`src/hw/rtl/ordrob_pkg.sv`:
```
package ordrob_pkg;

    // Slot numbers on the ports and in the count register
    localparam int SLOT_W = 6;
    // Head pointer may step one past the highest slot number
    localparam int HEAD_W = SLOT_W + 1;
    // One presence flag per slot number, indexed directly by slot
    localparam int PRES_N = 1 << SLOT_W;

    localparam int DEPTH_DEF     = 32;
    localparam int WORD_BITS_DEF = 32;

    // First slot of a stream
    localparam logic [HEAD_W-1:0] HEAD_FIRST = HEAD_W'(1);

    // Store access request from the sequencer
    typedef struct packed {
        logic              wr_en;
        logic [SLOT_W-1:0] wr_idx;
        logic              rd_en;
        logic [SLOT_W-1:0] rd_idx;
    } mem_req_t;

    // Result marker from the sequencer
    typedef struct packed {
        logic              valid;
        logic [SLOT_W-1:0] slot;
        logic              last;
        logic              bad;
    } res_meta_t;

endpackage

```
`src/hw/rtl/ordrob_store.sv`:
```
module ordrob_store
    import ordrob_pkg::*;
#(
    parameter int DEPTH     = DEPTH_DEF,
    parameter int WORD_BITS = WORD_BITS_DEF
)
(
    input  logic                 clk,
    input  mem_req_t             req,
    input  logic [WORD_BITS-1:0] wr_data,
    output logic [WORD_BITS-1:0] rd_data
);

    localparam int IDX_W = (DEPTH > 1) ? $clog2(DEPTH) : 1;
    localparam int EXT_W = (IDX_W > SLOT_W) ? IDX_W : SLOT_W;

    logic [WORD_BITS-1:0] mem [DEPTH];
    logic [WORD_BITS-1:0] rd_data_reg;
    logic [EXT_W-1:0]     wr_ext;
    logic [EXT_W-1:0]     rd_ext;
    logic [IDX_W-1:0]     wr_addr;
    logic [IDX_W-1:0]     rd_addr;

    // Map slot index onto the memory address width
    assign wr_ext  = EXT_W'(req.wr_idx);
    assign rd_ext  = EXT_W'(req.rd_idx);
    assign wr_addr = wr_ext[IDX_W-1:0];
    assign rd_addr = rd_ext[IDX_W-1:0];

    // Write port
    always_ff @(posedge clk)
    begin
        if (req.wr_en)
        begin
            mem[wr_addr] <= wr_data;
        end
    end

    // Registered read port
    always_ff @(posedge clk)
    begin
        if (req.rd_en)
        begin
            rd_data_reg <= mem[rd_addr];
        end
    end

    assign rd_data = rd_data_reg;

endmodule

```
`src/hw/rtl/ordrob_ctrl.sv`:
```
module ordrob_ctrl
    import ordrob_pkg::*;
#(
    parameter int DEPTH = DEPTH_DEF
)
(
    input  logic              clk,
    input  logic              rst_n,
    input  logic              start,
    input  logic [SLOT_W-1:0] slot_id,
    input  logic              cfg_valid,
    input  logic [SLOT_W-1:0] cfg_data,
    output logic              cfg_ready,
    output logic              busy,
    output mem_req_t          req,
    output res_meta_t         meta
);

    localparam int CAP_INT = (DEPTH < PRES_N - 1) ? DEPTH : PRES_N - 1;
    localparam logic [SLOT_W-1:0] DEPTH_CAP = SLOT_W'(CAP_INT);

    typedef enum logic [1:0] {
        ST_IDLE  = 2'b01,
        ST_DRAIN = 2'b10
    } state_t;

    state_t              state_reg, state_next;
    logic [HEAD_W-1:0]   head_reg, head_next;
    logic [SLOT_W-1:0]   count_reg, count_next;
    logic [PRES_N-1:0]   pres_reg, pres_next;
    logic                res_valid_reg, res_valid_next;
    logic [SLOT_W-1:0]   res_slot_reg, res_slot_next;
    logic                res_last_reg, res_last_next;
    logic                res_bad_reg, res_bad_next;

    logic                accept;
    logic                cfg_wr;
    logic                slot_ok;
    logic [HEAD_W-1:0]   count_ext;
    logic [HEAD_W-1:0]   head_plus;
    logic                cur_ok;
    logic                nxt_ok;
    logic [SLOT_W-1:0]   cfg_clamped;

    assign busy      = (state_reg != ST_IDLE);
    // Count writes only while idle and no insert is offered
    assign cfg_ready = (state_reg == ST_IDLE) && !start;
    assign accept    = start && !busy;
    assign cfg_wr    = cfg_valid && cfg_ready;

    // Slot range check against the active count
    assign slot_ok   = (slot_id != '0) && (slot_id <= count_reg);

    // Head slot and the one after it ready to release
    assign count_ext = HEAD_W'(count_reg);
    assign head_plus = head_reg + HEAD_FIRST;
    assign cur_ok    = (head_reg <= count_ext) && pres_reg[head_reg[SLOT_W-1:0]];
    assign nxt_ok    = (head_plus <= count_ext) && pres_reg[head_plus[SLOT_W-1:0]];

    // Count register clamp to 1..DEPTH
    always_comb
    begin
        cfg_clamped = cfg_data;
        if (cfg_data == '0)
        begin
            cfg_clamped = SLOT_W'(1);
        end
        else if (cfg_data > DEPTH_CAP)
        begin
            cfg_clamped = DEPTH_CAP;
        end
    end

    // Sequencer: count writes; store on insert, then release consecutive present slots; error item on a bad slot
    always_comb
    begin
        state_next     = state_reg;
        head_next      = head_reg;
        count_next     = count_reg;
        pres_next      = pres_reg;
        res_valid_next = 1'b0;
        res_slot_next  = '0;
        res_last_next  = 1'b0;
        res_bad_next   = 1'b0;
        req.wr_en      = 1'b0;
        req.wr_idx     = slot_id - SLOT_W'(1);
        req.rd_en      = 1'b0;
        req.rd_idx     = head_reg[SLOT_W-1:0] - SLOT_W'(1);

        unique case (state_reg)
            ST_IDLE:
            begin
                if (cfg_wr)
                begin
                    count_next = cfg_clamped;
                    pres_next  = '0;
                    head_next  = HEAD_FIRST;
                end
                else if (accept)
                begin
                    if (slot_ok)
                    begin
                        req.wr_en          = 1'b1;
                        pres_next[slot_id] = 1'b1;
                        state_next         = ST_DRAIN;
                    end
                    else
                    begin
                        // one error item, no state change
                        res_valid_next = 1'b1;
                        res_bad_next   = 1'b1;
                    end
                end
            end
            ST_DRAIN:
            begin
                if (cur_ok)
                begin
                    req.rd_en      = 1'b1;
                    res_valid_next = 1'b1;
                    res_slot_next  = head_reg[SLOT_W-1:0];
                    res_last_next  = !nxt_ok;
                    head_next      = head_plus;
                    if (!nxt_ok)
                    begin
                        state_next = ST_IDLE;
                    end
                end
                else
                begin
                    state_next = ST_IDLE;
                end
            end
            default:
            begin
                state_next = ST_IDLE;
            end
        endcase
    end

    // Control state
    always_ff @(posedge clk or negedge rst_n)
    begin
        if (!rst_n)
        begin
            state_reg     <= ST_IDLE;
            head_reg      <= HEAD_FIRST;
            count_reg     <= DEPTH_CAP;
            pres_reg      <= '0;
            res_valid_reg <= 1'b0;
        end
        else
        begin
            state_reg     <= state_next;
            head_reg      <= head_next;
            count_reg     <= count_next;
            pres_reg      <= pres_next;
            res_valid_reg <= res_valid_next;
        end
    end

    // Result marker fields, aligned with the store read data
    always_ff @(posedge clk)
    begin
        res_slot_reg <= res_slot_next;
        res_last_reg <= res_last_next;
        res_bad_reg  <= res_bad_next;
    end

    assign meta.valid = res_valid_reg;
    assign meta.slot  = res_slot_reg;
    assign meta.last  = res_last_reg;
    assign meta.bad   = res_bad_reg;

endmodule

```
`src/hw/rtl/ordered_stream_reorder_buffer_unit.sv`:
```
// Reorder buffer for a numbered stream of words.
// Input: present slot_id and payload with start high; the item is taken at a
// clock edge where start is high and busy is low. Slots run from 1 to the
// active count; the payload is stored and the slot marked present.
// Output: every consecutive present slot from the head onward is released in
// order, one item per cycle, each on the result ports for a single cycle with
// result_valid high; the last item of a run has last set. An insert that
// releases nothing gives no item. A slot of 0 or above the count gives one
// item with bad_slot set and all other fields zero.
// Timing: after an insert the unit is busy in its drain state for the release
// run, also when nothing is released; each word comes out in the cycle after its
// store read, bounded by the single read port of the store. An error item
// appears in the cycle after the insert and the unit is free again.
// Configuration: cfg_valid/cfg_ready write the slot count (0 reads as 1, values
// above DEPTH as DEPTH); the write clears all presence and sets the head to 1.
// cfg_ready is low while busy and while start is high.
// Reset: count min(DEPTH, 63), head 1, no slot present. The receiver cannot stall;
// results are never held.
module ordered_stream_reorder_buffer_unit
    import ordrob_pkg::*;
#(
    parameter int DEPTH     = DEPTH_DEF,
    parameter int WORD_BITS = WORD_BITS_DEF
)
(
    input  logic                 clk,
    input  logic                 rst_n,
    input  logic                 start,
    output logic                 busy,
    input  logic [SLOT_W-1:0]    slot_id,
    input  logic [WORD_BITS-1:0] payload,
    input  logic                 cfg_valid,
    output logic                 cfg_ready,
    input  logic [SLOT_W-1:0]    cfg_data,
    output logic                 result_valid,
    output logic [WORD_BITS-1:0] payload_out,
    output logic [SLOT_W-1:0]    slot_out,
    output logic                 last,
    output logic                 bad_slot
);

    mem_req_t             req;
    res_meta_t            meta;
    logic [WORD_BITS-1:0] rd_data;

    ordrob_ctrl #(
        .DEPTH (DEPTH)
    ) u_ctrl (
        .clk       (clk),
        .rst_n     (rst_n),
        .start     (start),
        .slot_id   (slot_id),
        .cfg_valid (cfg_valid),
        .cfg_data  (cfg_data),
        .cfg_ready (cfg_ready),
        .busy      (busy),
        .req       (req),
        .meta      (meta)
    );

    ordrob_store #(
        .DEPTH     (DEPTH),
        .WORD_BITS (WORD_BITS)
    ) u_store (
        .clk     (clk),
        .req     (req),
        .wr_data (payload),
        .rd_data (rd_data)
    );

    // Error items carry a zero word
    assign result_valid = meta.valid;
    assign payload_out  = meta.bad ? '0 : rd_data;
    assign slot_out     = meta.slot;
    assign last         = meta.last;
    assign bad_slot     = meta.bad;

endmodule

```
`config.mk`:
```
export PLATFORM = sky130hd
export DESIGN_NAME = ordered_stream_reorder_buffer_unit
export DESIGN_NICKNAME = d
export VERILOG_FILES = /design/src/hw/rtl/ordrob_pkg.sv /design/src/hw/rtl/ordrob_store.sv /design/src/hw/rtl/ordrob_ctrl.sv /design/src/hw/rtl/ordered_stream_reorder_buffer_unit.sv
export SDC_FILE = /design/constraint.sdc
export NUM_CORES = 1
export LEC_CHECK = 0
export BUFFER_PORTS_ARGS = -buffer_cell sky130_fd_sc_hd__buf_2
export CAP_MARGIN = 20
export CORE_MARGIN = 2
export CORE_UTILIZATION = 30
export CTS_CLUSTER_DIAMETER = 80
export DETAILED_ROUTE_END_ITERATION = 8
export HOLD_SLACK_MARGIN = 0.02
export SLEW_MARGIN = 25
export SYNTH_ARGS = -nofsm -noshare
export SYNTH_HDL_FRONTEND = slang
export SYNTH_SLANG_ARGS = --single-unit
```
`constraint.sdc`:
```
create_clock -name clk -period 11.25 [get_ports clk]
set_input_delay 1.6875 -clock clk [delete_from_list [all_inputs] [get_ports clk]]
set_output_delay 1.6875 -clock clk [all_outputs]
set_load 0.05 [all_outputs]
```
=== Yosys cells after proc, flatten, opt, wreduce, memory -nomap -nowiden ===
Memories as Yosys holds them, arrays and structs flattened. A register that Yosys moved wholly into a read port is not among the register bits.
Index checks and enable logic that the tools add are counted.

* Add/subtract/negate cells: 3
* Magnitude comparators: 8
* Eq/ne operators: 9
* Mux-type cells: 33
* Bitwise operators: 1
* Reductions and logical operators: 20

{| class="wikitable"
|+ Operators by type and width
! operator !! number
|-
| $mux 64 || 3
|-
| $or 64x64->64 || 1
|-
| $mux 32 || 1
|-
| $lt 6x7->1 const B || 3
|-
| $le 7x6->1 || 2
|-
| $mux 1 || 14
|-
| $mux 7 || 2
|-
| $pmux 7 s2 || 1
|-
| $bmux 1 s6 || 2
|-
| $mux 6 || 2
|-
| $mux 2 || 5
|-
| $ne 2x1->1 const B || 5
|-
| $sub 5x1->5 const B || 2
|-
| $add 7x1->7 const B || 1
|-
| $logic_and 1x1->1 || 7
|-
| $demux 1 s6 || 1
|-
| $ge 6x1->1 const B || 1
|-
| $gt 6x6->1 const B || 1
|-
| $le 6x6->1 || 1
|-
| $logic_not 6->1 || 1
|-
| $reduce_and 3->1 || 2
|-
| $reduce_bool 2->1 || 3
|-
| $reduce_bool 6->1 || 1
|-
| $pmux 2 s2 || 1
|-
| 8 further kinds || 11
|}

* Register bits after elaboration: 88
* Bits in writable memories: 1024
* Input bits: 48
* Output and inout bits: 43
* Word-level logic and storage cells: 83
* Memories kept: 1

{| class="wikitable"
|+ Memories
! name !! depth !! bits a word !! read ports !! clocked after Yosys merged registers in !! wr ports !! RTL line !! RTL
|-
| u_store.mem || 32 || 32 || 1 || 1 || 1 || ordrob_store.sv:17 || <nowiki>logic [WORD_BITS-1:0] mem [DEPTH];</nowiki>
|}

=== Logic depth before layout (Yosys ltp) ===
Gate-level depths: netlist (run 1).

* Word-level depth: 8
* Depth in mapped cells: 15
* Gate-level depth less buffers: 12

=== Hierarchy ===
Synthesis (run 1) repeated with hierarchy kept, for this count alone.

* Cell total of the unflattened synthesis: 2845
* Area, all modules: 46405.8 sq um

{| class="wikitable"
|+ By module, submodules not included
! module !! instances !! cells an instance !! area each (sq um) !! sequential area each (sq um)
|-
| ordrob_store || 1 || 2260 || 40805.4 || 31710.4
|-
| ordrob_ctrl || 1 || 550 || 5377.7 || 2165.8
|-
| ordered_stream_reorder_buffer_unit || 1 || 35 || 222.7 || 0.0
|}

=== Worst setup path before layout (run 1) ===
OpenSTA, ideal clock, no wires.

* Kind: input to register
* Start: in slot_id[1]
* End: mem u_store.mem[6][0] (netlist bit), enable pin
* Setup time: 421 ps
* Arrival: 4849 ps
* Data required time: 10829 ps
* Setup slack: 5980 ps
* Stages: 10
* Buffers on the path: 1
* Cell sequence: ha_1 > nor2b_1 > o21a_1 > o21a_1 > o21ai_0 > a21oi_1 > nor4_1 > nand3_1 > clkbuf_1 > nor2_1

* Cells in the longest elaborated chain, start to end: 8
* Elaborated cells between the ends (all ways): 10
* Classes of those cells: 1 x add/sub; 1 x order compare; 6 x mux; 2 x reduce/logical

{| class="wikitable"
|+ Ends and longest elaborated chain
! element !! RTL line !! RTL
|-
| from (decl) || ordered_stream_reorder_buffer_unit.sv:30 || <nowiki>input logic [SLOT_W-1:0] slot_id,</nowiki>
|-
| $le 6x6->1 / $reduce_bool 6->1 (equally long branches) || ordrob_ctrl.sv:52 || <nowiki>assign slot_ok = (slot_id != '0) && (slot_id <= count_reg);</nowiki>
|-
| $logic_and 1x1->1 || ordrob_ctrl.sv:52 ||
|-
| $mux 1 || ordrob_ctrl.sv:101 || <nowiki>if (slot_ok)</nowiki>
|-
| $mux 1 || ordrob_ctrl.sv:99 || <nowiki>else if (accept)</nowiki>
|-
| $mux 1 || ordrob_ctrl.sv:93 || <nowiki>if (cfg_wr)</nowiki>
|-
| $mux 1 || ordrob_ctrl.sv:90 || <nowiki>unique case (state_reg)</nowiki>
|-
| $mux 1 || ordrob_store.sv:33 || <nowiki>if (req.wr_en)</nowiki>
|-
| $mux 1 (not written as such) || ordrob_store.sv:35 || <nowiki>mem[wr_addr] <= wr_data;</nowiki>
|-
| to (decl) || ordrob_store.sv:17 ||
|}

Parallel ways exist; a longest one is shown, timed or not.

=== Worst setup path in the final report (run 1) ===
* Start: reg u_ctrl.head_reg[0]
* End: reg u_ctrl.state_reg[0]

* Cells in the longest elaborated chain, start to end: 6
* Elaborated cells between the ends (all ways): 13
* Classes of those cells: 1 x add/sub; 2 x order compare; 1 x eq/ne; 6 x mux; 3 x reduce/logical

{| class="wikitable"
|+ Ends and longest elaborated chain
! element !! RTL line !! RTL
|-
| from (decl) || ordrob_ctrl.sv:28 || <nowiki>logic [HEAD_W-1:0] head_reg, head_next;</nowiki>
|-
| from (signal assigned) || ordrob_ctrl.sv:155 || <nowiki>head_reg <= head_next;</nowiki>
|-
| $add 7x1->7 || ordrob_ctrl.sv:56 || <nowiki>assign head_plus = head_reg + HEAD_FIRST;</nowiki>
|-
| $bmux 1 s6 || ordrob_ctrl.sv:58 || <nowiki>assign nxt_ok = (head_plus <= count_ext) && pres_reg[head_plus[SLOT_W-1:0]];</nowiki>
|-
| $mux 1 (not written as such) || ordrob_ctrl.sv:58 ||
|-
| $logic_and 1x1->1 || ordrob_ctrl.sv:58 ||
|-
| $ne 3x3->1 (no source line) || -- ||
|-
| $reduce_and 4->1 (no source line) || -- ||
|-
| to (signal assigned) || ordrob_ctrl.sv:154 || <nowiki>state_reg <= state_next;</nowiki>
|-
| to (decl) || ordrob_ctrl.sv:27 || <nowiki>state_t state_reg, state_next;</nowiki>
|}

Parallel ways exist; a longest one is shown, timed or not. The select of a mux whose other input is x is not followed.
A chain may end at the register's enable or synchronous reset.

==> metrics.yaml, run 1 <==
die:
  num_rows: 142
  die_x_um: 392
  start_util: 0.302
  die_area_um2: 153000
  io_pins: 91
  core_um2: 149000
  dieHeight_um: 392
synthesis:
  yosysWarnings: 0
  synth_top_area_frac: 0.704
  ys_ff_latch: 1144
  avgSynthCellArea_um2: 21.9
  ys_async_sr_fraction: 0.0699
  synth_edf_count: 1056
  syn-num-nets: 2127
  synth_area_leaders: "edfxtp_1 (70%), mux4_2 (17%), dfrtp_1 (4.3%)"
  synth_cell_type_count: 69
  synth_area_um2: 45100
  yosysSeqAreaShare: 0.752
  netlist.top_cell.by_area: "edfxtp_1"
  syn_inst: 2057
  ys.flop_type: "edfxtp_1"
critical_path:
  worstPathCellList: "buf_12 > mux4_1 > mux2i_1 > and2_0 > o311ai_0 > and4b_4 > nand2_2 > inv_2 > buf_4 > a21oi_1 > a311o_1"
  worstPathRequired_ns: 11.86
  path_buf_inv: 3
  critPathKind: "flop to flop"
  start_kind: "flop"
  slowest_delay_ns: 1.20
  cp_top_family: "buffers and inverters"
  end_kind: "flop"
  path_max_fanout: 94
  cp_slowest_cell: "dfstp_4"
  worstPathArrival_ns: 5.77
placed_design:
  placed_cell_area_um2: 48200
  io_buffers: 90
  preCtsSetupSlack_ns: 5.74
  gp_congestion: 0.820
  dp.final_hpwl_um: 55100
global_route:
  first_global_vias: 22100
  grt_start_max_net_pins: 150
  grt_pass1_wl_um: 149000
  antenna_found_initial: 6
  grt-ovfl-total: 0
  grt_use_total: 0.132
detailed_routing:
  post-route-drc-count: 0
  avgRoutedWirePerCell_um: 23.7
  dr.pass1.iters: 5
  wl_um: 102000
  drt_iter0_markers: 2007
  vias_per_cell: 4.89
  routed-via-count: 21000
  detail-route-antenna-nets: 0
cells_and_area:
  drive_gt1_frac: 0.319
  antenna_cells: 0
  utilization: 0.346
  postLayoutCellArea_um2: 51700
  layout_common_cells: "edfxtp_1 (1,056), mux4_2 (337), clkbuf_16 (111)"
  final_common_cell: "edfxtp_1"
  syn_to_final_growth_pct: 14.8
  largest_register_ffs: 1024
  nets: 2270
status:
  status: "complete, no violations"
sta:
  fin_crit_sh: 0.459
  period_minus_slack_ns: 5.16
  rsz0062_at_grt: "false"
  final_max_slew_viol_count: 0
  setup_ws_ns: 6.09
  tns_ns: 0
  max_slew_margin: 0.312
  finalSetupViolCount: 0
  fmax_ghz: 0.194
  skew_ns: 0.0408
  worst_pin_slew_ns: 1.03
  finalHoldViolCount: 0
clocking:
  cts_resized: 0
  path_clk_slew_ns: 0.06
  cts_tree: "built"
  root_buffer: "clkbuf_16"
  ctsHoldBuffers: 0
  cts_inserted_buffers: 110
  clock-sinks: 1144
  cts.path.max_buffers: 3
  htree_levels: 3
  cts_setup_buffers: 0
  clock_latency_ns: 0.69
power:
  powerDensity_nw_per_um2: 171
  max-vdd-ir-drop_v: 0.000151
  p_leak_nw: 16.8
  total_power_mw: 8.84
job:
  drv_cap: 0
hold_path:
  hold_path_class: "flop to flop"
==> worst paths after layout <==
check | end | cells past startpoint | start | slack [ns]
worst max-delay path | u_ctrl.state_reg[0]$_DFFE_PN1P_ | 11 | u_ctrl.head_reg[0]$_DFFE_PN1P_ | 6.09
worst min-delay path | u_ctrl.pres_reg[56]$_DFFE_PN0P_ | 2 | u_ctrl.pres_reg[56]$_DFFE_PN0P_ | 0.50
worst max register to register | u_ctrl.state_reg[0]$_DFFE_PN1P_ | 11 | u_ctrl.head_reg[0]$_DFFE_PN1P_ | 6.09
worst min register to register | u_ctrl.pres_reg[56]$_DFFE_PN0P_ | 2 | u_ctrl.pres_reg[56]$_DFFE_PN0P_ | 0.50
max in group asynchronous | u_ctrl.pres_reg[32]$_DFFE_PN0P_ | 1 | rst_n | 9.68
min in group asynchronous | u_ctrl.head_reg[6]$_DFFE_PN0P_ | 1 | rst_n | 1.03
==> per-layer routing <==
layer  share of wire  up-vias  global-route usage
met2            0.52      645               0.233
met4           0.019        6              0.0353
met3           0.048      143              0.0199
li1                -     8882                   -
met5         0.00045        -                   0
met1            0.41    11400               0.169
==> stage by stage <==
step | cells | hold WS [ns]
CTS | 4303 | 0.504
detailed placement | 4103 | 0.490
global route | 4304 | 0.525
floorplan | 2057 | 0.456
global placement | 4103 | 0.473
finish | 4304 | 0.500
==> layout make-up <==
type / instances / area, um2
timing repair buffer: 140 / 890
tap: 2016 / 2520
clock inverter: 64 / 578
sequential: 1144 / 33900
fill: 13600 / 97700
inverter: 17 / 63.8
multi-input combinational: 787 / 10900
clock buffer: 136 / 2900
==> synth_stat cells (4+ instances only) <==
cell,n
a22o_1,4
and2_1,8
nand4_1,4
nand2b_1,5
inv_1,15
edfxtp_1,1056
clkbuf_1,59
o21a_1,5
buf_6,4
o21ai_0,68
nand3b_1,4
mux2i_1,7
nor2_1,56
nor3_1,5
mux4_1,9
buf_4,4
buf_2,36
nand2_1,84
dfxtp_1,8
mux4_2,337
nor4_1,5
nor2b_1,40
buf_1,6
mux2_2,41
dfrtp_1,77
ha_1,22
a21oi_1,11
nand3_1,14
==> cell families after synthesis <==
| kind of cell | Yosys count | synth area share |
|---|---|---|
| compound gates | 122 | 0.0164 |
| xor+xnor | 8 | 0.00189 |
| fa+ha+maj | 22 | 0.00611 |
| buf+inv | 126 | 0.0125 |
| flops | 1144 | 0.752 |
| mux | 394 | 0.185 |
| simple gates | 241 | 0.0261 |
==> report_power, final <==
| group | switching (mW) | internal, mW | leakage [nW] | total (mW) |
|---|---|---|---|---|
| clock network | 1.56 | 2.00 | 1.72 | 3.56 |
| registers | 0.0255 | 4.71 | 10.7 | 4.74 |
| logic | 0.394 | 0.154 | 4.47 | 0.548 |
| total | 1.98 | 6.86 | 16.8 | 8.84 |
==> worst reg2reg max path, delay by kind of cell, from the launching register on <==
| kind | cells | cell delay, ns |
|---|---|---|
| buffers and inverters | 3 | 1.72 |
| flip-flops | 1 | 1.20 |
| AO/OA/AOI/OAI | 3 | 1.00 |
| AND/OR/NAND/NOR | 3 | 0.64 |
| multiplexers | 2 | 0.54 |
Power figures use the tool's default switching activity.
==> inputs of run 2 (changes only) <==
==> constraint.sdc (replaced) <==
create_clock -name clk -period 4.5 [get_ports clk]
set_input_delay 0.675 -clock clk [delete_from_list [all_inputs] [get_ports clk]]
set_output_delay 0.675 -clock clk [all_outputs]
set_load 0.05 [all_outputs]
==> metrics.yaml, run 2 (same netlist as run 1, synthesis figures left out) <==
critical_path:
  timing.rr.start: "u_ctrl.head_reg[0]$_DFFE_PN1P_"
  worstPathArrival_ns: 4.35
  regToRegSetupSlack_ns: 0.72
  worstPathCellList: "inv_1 > ha_4 > buf_4 > mux4_2 > nand4_1 > nand3_1 > nor3_1 > nor4_2 > buf_4 > a21oi_1 > a311oi_1"
  path_max_fanout: 33
  end_kind: "flop"
  critPathKind: "flop to flop"
  start_kind: "flop"
  path_depth: 11
  rr_worst_depth: 11
  slowest_delay_ns: 0.78
  worstPathRequired_ns: 5.07
  path_common_cell: "buf_4"
  rr_endpoint: "u_ctrl.state_reg[1]$_DFFE_PN0P_"
  endpoint: "u_ctrl.state_reg[1]$_DFFE_PN0P_"
  cp_top_family: "buffers and inverters"
  cp_slowest_cell: "dfstp_4"
  path_buf_inv: 3
  crit_start: "u_ctrl.head_reg[0]$_DFFE_PN1P_"
clocking:
  path_clk_slew_ns: 0.06
  cts_setup_buffers: 0
  cts_resized: 0
  clock_latency_ns: 0.72
  root_buffer: "clkbuf_16"
  cts.path.max_buffers: 3
  clock-sinks: 1144
  cts_tree: "built"
  htree_levels: 3
  ctsHoldBuffers: 0
  cts_inserted_buffers: 112
die:
  io_pins: 91
  dieHeight_um: 392
  die_x_um: 392
  die_area_um2: 153000
  start_util: 0.302
  core_um2: 149000
  num_rows: 142
sta:
  worst_pin_slew_ns: 0.904
  fmax_ghz: 0.265
  max_slew_margin: 0.392
  setup_ws_ns: 0.722
  tns_ns: 0
  whs_ns: -0.00574
  fin_crit_sh: 0.839
  finalSetupViolCount: 0
  final_max_slew_viol_count: 0
  rsz0062_at_grt: "false"
  skew_ns: 0.0371
  period_minus_slack_ns: 3.78
  finalHoldViolCount: 2
cells_and_area:
  syn_to_final_growth_pct: 16.7
  layout_common_cells: "edfxtp_1 (1,056), mux4_2 (337), clkbuf_16 (113)"
  largest_register_ffs: 1024
  drive_gt1_frac: 0.330
  utilization: 0.352
  nets: 2300
  layout.cells.non_filler: 4339
  final_common_cell: "edfxtp_1"
placed_design:
  gp_congestion: 0.798
  io_buffers: 90
  dp_cells: 4132
  dp.final_hpwl_um: 58800
  preCtsSetupSlack_ns: 0.446
power:
  p_leak_nw: 17.2
  pwr-share-clk: 0.417
  sw_frac_of_total: 0.224
  seq_power_share: 0.522
  power.switching_mw: 5.10
  powerDensity_nw_per_um2: 432
  p_int_mw: 17.6
  combPwrFrac: 0.060
  max-vdd-ir-drop_v: 0.000334
hold_path:
  hold_path_class: "primary input to async pin"
detailed_routing:
  routed-via-count: 21600
  dr.pass1.iters: 6
  post-route-drc-count: 0
  wl_um: 110000
  vias_per_cell: 4.97
  drt_iter0_markers: 2278
  avgRoutedWirePerCell_um: 25.4
  detail-route-antenna-nets: 0
status:
  status: "complete, but fails checks"
  violations: "negative hold slack"
global_route:
  grt_use_total: 0.144
  first_global_vias: 22500
  grt_start_max_net_pins: 85
  grt_pass1_wl_um: 159000
  antenna_found_initial: 13
  grt-ovfl-total: 0
job:
  drv_cap: 0
==> run 2: worst reg2reg max path: stages, from the launching register on <==
cell and delay [ns]:
dfstp_4 0.78, inv_1 0.24, ha_4 0.62, buf_4 0.56
mux4_2 0.46, nand4_1 0.14, nand3_1 0.08, nor3_1 0.24
nor4_2 0.06, buf_4 0.15, a21oi_1 0.22, a311oi_1 0.09
==> run 2: routing by layer <==
layer,global-route usage,vias up,part of all wire
met5,0,-,0.00042
met4,0.0459,6,0.025
met3,0.0193,176,0.054
met2,0.248,733,0.51
met1,0.187,11700,0.41
li1,-,8966,-
==> run 2: worst min path at each step <==
stage / slack (ns) / cells after the start / from / to
2_1_floorplan: 0.38 / 0 / rst_n / u_ctrl.count_reg[0]$_DFFE_PN0P_
3_3_place_gp: 0.47 / 2 / u_ctrl.pres_reg[58]$_DFFE_PN0P_ / u_ctrl.pres_reg[58]$_DFFE_PN0P_
3_5_place_dp: 0.49 / 2 / u_ctrl.pres_reg[23]$_DFFE_PN0P_ / u_ctrl.pres_reg[23]$_DFFE_PN0P_
4_1_cts: 0.13 / 1 / rst_n / u_ctrl.head_reg[3]$_DFFE_PN0P_
5_1_grt: 0.04 / 1 / rst_n / u_ctrl.head_reg[2]$_DFFE_PN0P_
6_report: -0.006 / 1 / rst_n / u_ctrl.head_reg[2]$_DFFE_PN0P_
==> run 2: stage by stage <==
stage	power (mW)	area, um2	hold WS [ns]
after detailed placement	13.5	48900	0.487
after floorplan	12.9	45100	0.379
final	22.7	52600	-0.00574
after global routing	23.4	52600	0.0396
after global placement	13.4	48800	0.470
after CTS	22.9	52600	0.129
==> run 2: power groups by stage <==
stage | Clock, mW | Sequential (mW) | Combinational, mW
floorplan | 0 | 12.1 | 0.808
global placement | 0 | 12.1 | 1.36
detailed placement | 0 | 12.1 | 1.38
CTS | 9.67 | 11.9 | 1.38
global route | 10.1 | 11.9 | 1.48
finish | 9.48 | 11.9 | 1.36
==> run 2: area by class of cell <==
class | count | area (um2)
flip-flops and latches | 1144 | 33900
fillers | 13600 | 96800
diodes | 1 | 2.50
repair buffers | 168 | 1480
inverters | 17 | 63.8
multi-input cells | 787 | 10900
clock inverters | 76 | 803
well taps | 2016 | 2520
clock buffers | 130 | 2910
